## src/sv/sample_moment_statistics_unit_assert.svh

```systemverilog
// assertion helpers, clocked on clk and held off while rst_n is low
`ifndef SAMPLE_MOMENT_STATISTICS_UNIT_ASSERT_SVH
`define SAMPLE_MOMENT_STATISTICS_UNIT_ASSERT_SVH

// same-cycle implication
`define SMSU_CHK(lbl, ante, cons, msg) \
  lbl: assert property (@(posedge clk) disable iff (!rst_n) (ante) |-> (cons)) \
    else $error(msg);

// next-cycle implication
`define SMSU_CHK_NEXT(lbl, ante, cons, msg) \
  lbl: assert property (@(posedge clk) disable iff (!rst_n) (ante) |=> (cons)) \
    else $error(msg);

`endif

```

## src/sv/smsu_pkg.sv

```systemverilog
`default_nettype none
package smsu_pkg;

  localparam int DEFAULT_MAX_SAMPLES = 1024;
  localparam int DEFAULT_SAMPLE_BITS = 16;

  // wide enough for the fourth-power sums at the largest buffer and sample size
  localparam int WIDE_W = 256;

  localparam logic [31:0] THREE_Q16 = 32'd196608;

  typedef logic [WIDE_W-1:0] wide_t;

  function automatic logic [63:0] sat_w(input wide_t v, input logic [63:0] lim);
    logic [63:0] r;
    if (v > WIDE_W'(lim)) r = lim;
    else r = v[63:0];
    return r;
  endfunction

endpackage
`default_nettype wire

```

## src/sv/smsu_div.sv

```systemverilog
`default_nettype none
module smsu_div
  import smsu_pkg::*;
(
  input  wire   clk,
  input  wire   rst_n,
  input  wire   start,
  input  wide_t num,
  input  wide_t den,
  output logic  busy,
  output logic  done,
  output wide_t quo,
  output logic  rem_nz
);

  localparam int CW = $clog2(WIDE_W) + 1;

  logic [CW-1:0]   cnt_r;
  logic            done_r;
  wide_t           num_r, den_r, q_r;
  logic [WIDE_W:0] rem_r, rem_sh;
  logic            fits;

  // restoring division, one quotient bit per cycle
  assign rem_sh = {rem_r[WIDE_W-1:0], num_r[WIDE_W-1]};
  assign fits   = rem_sh >= {1'b0, den_r};

  always_ff @(posedge clk) begin
    if (!rst_n) begin
      cnt_r  <= '0;
      done_r <= 1'b0;
    end else begin
      done_r <= 1'b0;
      if (start) begin
        cnt_r <= CW'(WIDE_W);
      end else if (cnt_r != '0) begin
        cnt_r <= cnt_r - 1'b1;
        if (cnt_r == CW'(1)) done_r <= 1'b1;
      end
    end
  end

  always_ff @(posedge clk) begin
    if (start) begin
      num_r <= num;
      den_r <= den;
      rem_r <= '0;
      q_r   <= '0;
    end else if (cnt_r != '0) begin
      num_r <= num_r << 1;
      if (fits) begin
        rem_r <= rem_sh - {1'b0, den_r};
        q_r   <= {q_r[WIDE_W-2:0], 1'b1};
      end else begin
        rem_r <= rem_sh;
        q_r   <= {q_r[WIDE_W-2:0], 1'b0};
      end
    end
  end

  assign busy   = cnt_r != '0;
  assign done   = done_r;
  assign quo    = q_r;
  assign rem_nz = |rem_r;

endmodule
`default_nettype wire

```

## config.mk

```make
export PLATFORM = sky130hd
export DESIGN_NAME = smsu_div
export DESIGN_NICKNAME = d
export VERILOG_FILES = /design/src/sv/sample_moment_statistics_unit_assert.svh /design/src/sv/smsu_pkg.sv /design/src/sv/smsu_div.sv
export SDC_FILE = /design/constraint.sdc
export NUM_CORES = 2
export LEC_CHECK = 0
export BUFFER_PORTS_ARGS = -buffer_cell sky130_fd_sc_hd__buf_2
export CORE_MARGIN = 2
export CORE_UTILIZATION = 40
export DETAILED_ROUTE_END_ITERATION = 16
export GPL_TIMING_DRIVEN = 0
export PLACE_DENSITY_LB_ADDON = 0.3
export SETUP_SLACK_MARGIN = 0.2
export SYNTH_ARGS = -nofsm -noshare
export SYNTH_HDL_FRONTEND = slang
export SYNTH_SLANG_ARGS = --single-unit
```

## constraint.sdc

```tcl
create_clock -name clk -period 13.7 [get_ports clk]
set_input_delay 4.11 -clock clk [delete_from_list [all_inputs] [get_ports clk]]
set_output_delay 4.11 -clock clk [all_outputs]
set_load 0.02 [all_outputs]
```

[After elaboration in Yosys (flattened, before gate mapping)]
Index checks and enable logic that the tools add are counted.
Storage, ports and cells
  flip-flop bits (word level): 1035
  input bits: 515
  output and inout port bits: 259
Operators by class
  add/subtract/negate cells: 2
  magnitude comparators: 1
  equal/unequal tests: 1
  mux-type cells: 7
  bitwise gates (word level): 2
  reduce and logical (&&, ||, !) cells: 5
Operators by type and width (number)
  two-way mux 256 bit: 2
  >= comparator 257 x 256 -> 1 bit: 1
  two-way mux 257 bit: 1
  OR reduction 257 bit: 1
  subtractor 257 x 256 -> 257 bit: 1
  two-way mux 9 bit: 2
  == test 9 x 1 -> 1 bit (second input constant): 1
  nonzero test 9 bit: 1
  subtractor 9 x 1 -> 9 bit (second input constant): 1
  OR reduction 3 bit: 1
  two-way mux 1 bit: 2
  inverter 1 bit: 2
  nonzero test 2 bit: 1
  OR reduction 2 bit: 1

[Logic depth before layout (Yosys ltp)]
  depth in word-level cells: 3
  gate-level depth with buffers: 18

[Worst setup path before layout]
No wires, ideal clock.
  kind: input-to-reg
  start point: input start
  end point: register num_r[0], enable pin
  arrival: 9.711 ns
  path slack: 3.383 ns
  stages: 4
  buffers on the path: 2
  cell sequence: clkbuf_1 clkbuf_1 nor2_1 inv_1
Between the ends
  word-level cells in the longest chain between the ends: 1
RTL lines
  start: declaration: line smsu_div.sv:7  | input wire start,
  nonzero test 2 bit (no line)
  end signal: assignment: line smsu_div.sv:45  | num_r <= num;
  end signal: assignment: line smsu_div.sv:50  | num_r <= num_r << 1;
  end: declaration: line smsu_div.sv:20  | wide_t num_r, den_r, q_r;
No other way between the ends.
A chain may end at the register's enable or synchronous reset.

[Worst setup path in the final report]
  start point: register rem_r[143]
  end point: output rem_nz
Between the ends
  word-level cells in the longest chain between the ends: 1
RTL lines
  start: declaration: line smsu_div.sv:21  | logic [WIDE_W:0] rem_r, rem_sh;
  start signal: assignment: line smsu_div.sv:52  | rem_r <= rem_sh - {1'b0, den_r};
  start signal: assignment: line smsu_div.sv:55  | rem_r <= rem_sh;
  OR reduction 257 bit: line smsu_div.sv:64  | assign rem_nz = |rem_r;
  end: declaration: line smsu_div.sv:13  | output logic rem_nz
No other way between the ends.

==> run_results.csv <==
group,metric,value,unit
critical_path,rrSetupSlack,5870,ps
yosys,mappedNetlistArea,0.0606,sq mm
critical_path,cpMaxStageDelayCell,"sky130_fd_sc_hd__nor4_1",
global_routing,via_count_of_the_first_global_routing_pass,56511,
global_routing,grt_overflow_total,0,
hold_path,timing.hold.worst.class,"flop to flop",
critical_path,timing.critical_path.cells,"nor4_1 > nand4_1 > nor4_1 > nand4_1 > buf_2",
finish,mostFrequentLayoutCell,"sky130_fd_sc_hd__nand2_1",
timing,timing.final.setup_violations,0,
floorplan,io_pins,774,
yosys,postSynthAreaPerCell,8.57,sq um
global_routing,grt_antenna_before_repair,52,
global_routing,pin_count_of_the_biggest_net_entering_global_routing,133,
pwr,leakage_dissipation,28.3,nW
critical_path,critical_path.endpoint_type,"output port",
yosys,synth.area.top_cells,"sky130_fd_sc_hd__edfxtp_1 25%, sky130_fd_sc_hd__dfxtp_1 17%, sky130_fd_sc_hd__a21oi_1 7.1%",
yosys,ys_warn_count,0,
yosys,synth_edf_count,512,
critical_path,sort_of_element_at_the_start_of_the_critical_path,"flop",
yosys,synth.largest_area_cell,"sky130_fd_sc_hd__edfxtp_1",
place,detailed_place.area,0.0671,sq mm
pwr,power.density,242,mW/mm^2
critical_path,worst_setup_path_endpoint,"rem_nz",
finish,post-route-cell-area,0.0712,sq mm
clocking,cts_setup_buffers,0,
critical_path,launching_element_of_the_worst_setup_path,"rem_r[143]",
timing,relSlewSlack,-0.0706,
critical_path,worst_path_largest_cell_delay,1080,ps
critical_path,rr_startpoint,"rem_r[139]",
finish,seqCellArea,0.0258,sq mm
routing,routed_wirelength,284000,um
timing,finalClockSkew,73.7,ps
timing,fin_crit_sh,0.647,
critical_path,r2r_cells,16,
yosys,synthFlopType,"sky130_fd_sc_hd__dfxtp_1",
clocking,cts-root-to-sink-buffers,3,
routing,antenna_violating_nets_left,0,
routing,drtIter0Drc,7322,
yosys,yosysTopAreaCellShare,0.254,
yosys,synthCells,7072,
finish,drive_above_1_share,0.178,
status,failed_checks,"capacitance limit, slew limit",
finish,design.final.nets,8742,
pwr,design_power_total,17.2,mW
yosys,yosysUniqueCellTypes,106,
routing,routed-via-count,60751,
critical_path,criticalPathCategory,"flop to output port",
routing,drc,0,
clocking,cts.htree.levels,3,
finish,final.fill_count,14796,
clocking,ctsResizeCount,0,
finish,syn_to_final_growth,17.6,%
routing,dr.pass1.iters,6,
critical_path,worstPathRequired,9590,ps
floorplan,rows,142,
clocking,cts_tree,"yes",
clocking,clk_latency,810,ps
clocking,holdBufCountCts,0,
routing,post_drt_wl_per_cell,28.1,um
critical_path,crit_fanout,4,
yosys,synth_seq_area_share,0.427,
finish,multi_input_area,0.0316,sq mm
clocking,numCtsBuffers,115,
floorplan,die_w,393,um
timing,hold_slack,437,ps
floorplan,fp.dieArea,0.155,sq mm
place,dp.final_hpwl,226000,um
status,outcome,"complete, but fails checks",
yosys,syn_nets,7846,
floorplan,initial_core_util,0.404,
floorplan,die_y,393,um
critical_path,r2r-end,"rem_r[242]",
job,drv_cap,2,
timing,slew_viol_final,11,
clocking,cts.sink_count,1035,
timing,setup_tns_final,0,ps
clocking,cts.root.buffer_cell,"sky130_fd_sc_hd__clkbuf_16",
place,routabilityCongestion,1.03,
timing,timing.fmax,0.113,GHz
critical_path,worst_ep_arrival_time,4750,ps
pwr,irDropWorstVdd,0.153,mV
clocking,path_clk_slew,70,ps
floorplan,core_area,0.150,sq mm
timing,hold_violations,0,
yosys,ff_latch_count_synth,1035,
timing,fin_crit,8860,ps
yosys,proportion_of_register_bits_with_asynchronous_set_or_reset_after_synthesis,0,
timing,setup_repair_after_global_routing_missed_its_margin,"false",
routing,vias_per_cell,6.01,
finish,layout_common_cells,"1,125 x sky130_fd_sc_hd__nand2_1, 880 x sky130_fd_sc_hd__buf_2, 858 x sky130_fd_sc_hd__a21oi_1, 641 x sky130_fd_sc_hd__nor2_1, 523 x sky130_fd_sc_hd__dfxtp_1",
global_routing,grt.total_usage,0.352,
timing,worst-slew-pin-transition,1610,ps
finish,post_layout_utilization_of_the_core,0.474,
global_routing,first_pass_grt_wire_length,396000,um
place,port_buffers,773,
## power breakdown
part	switching (mW)	total, mW	internal (mW)
Sequential	0.622	4.82	4.20
Combinational	6.51	9.06	2.55
Clock	1.45	3.35	1.90
## worst min-delay path by stage
| stage | start | end | slack (ps) | depth (start not counted) |
|---|---|---|---|---|
| floorplan | rem_r[238] | rem_r[238] | 460 | 2 |
| global placement | quo[255] | quo[255] | 440 | 2 |
| detailed placement | quo[255] | quo[255] | 450 | 2 |
| CTS | quo[225] | quo[226] | 440 | 2 |
| global route | quo[225] | quo[226] | 450 | 2 |
| finish | quo[225] | quo[226] | 440 | 2 |
## sequential cells by signal, summed over array words and instances (netlist names)
signal / flops
num_r: 256
quo: 256
den_r: 256
cnt_r: 9
rem_r: 257
done: 1
## metrics by stage
step,setup slack [ps],std cells
final,4840,10107
after global routing,4970,10103
after CTS,5220,10086
after detailed placement,5170,9866
after global placement,-4260,9861
after floorplan,3380,7072
## critical path, delay by kind of cell, from the launching register on
| kind | cells | cell delay (ps) |
|---|---|---|
| buf+inv | 1 | 310 |
| flops | 1 | 420 |
| simple gates | 4 | 3240 |
## cells in the mapped netlist, types with 116 or more instances
library cell / count
sky130_fd_sc_hd__nand4_1: 219
sky130_fd_sc_hd__clkbuf_1: 319
sky130_fd_sc_hd__o21ai_0: 406
sky130_fd_sc_hd__inv_1: 349
sky130_fd_sc_hd__nor2_1: 642
sky130_fd_sc_hd__nor3_1: 141
sky130_fd_sc_hd__xnor2_1: 132
sky130_fd_sc_hd__mux2_2: 260
sky130_fd_sc_hd__nand2_1: 1125
sky130_fd_sc_hd__dfxtp_1: 523
sky130_fd_sc_hd__edfxtp_1: 512
sky130_fd_sc_hd__ha_1: 258
sky130_fd_sc_hd__nor4_1: 116
sky130_fd_sc_hd__a21oi_1: 858
## final cells by class
| type | count | share of cell area |
|---|---|---|
| Multi-Input combinational cell | 5245 | 0.444 |
| Sequential cell | 1035 | 0.363 |
| Timing Repair Buffer | 779 | 0.0562 |
| Clock buffer | 149 | 0.0441 |
| Tap cell | 2016 | 0.0354 |
| Buffer | 441 | 0.0257 |
| Inverter | 351 | 0.0186 |
| Clock inverter | 71 | 0.0129 |
| Antenna cell | 20 | 0.000703 |
## per-layer routing
| layer | wire length, um | global-route usage | part of all wire |
|---|---|---|---|
| met1 | 115000 | 0.466 | 0.40 |
| met2 | 123000 | 0.531 | 0.43 |
| met3 | 30000 | 0.0859 | 0.11 |
| met4 | 17000 | 0.185 | 0.060 |
| met5 | 233 | 0 | 0.00082 |
## cell families after synthesis
family | count (synthesis) | share of synthesized area
XOR/XNOR | 228 | 0.0330
adder cells (fa/ha/maj) | 259 | 0.0536
multiplexers | 283 | 0.0522
flip-flops | 1035 | 0.427
buffers and inverters | 792 | 0.0520
AO/OA/AOI/OAI | 2005 | 0.203
AND/OR/NAND/NOR | 2470 | 0.180
Power figures use the tool's default switching activity.
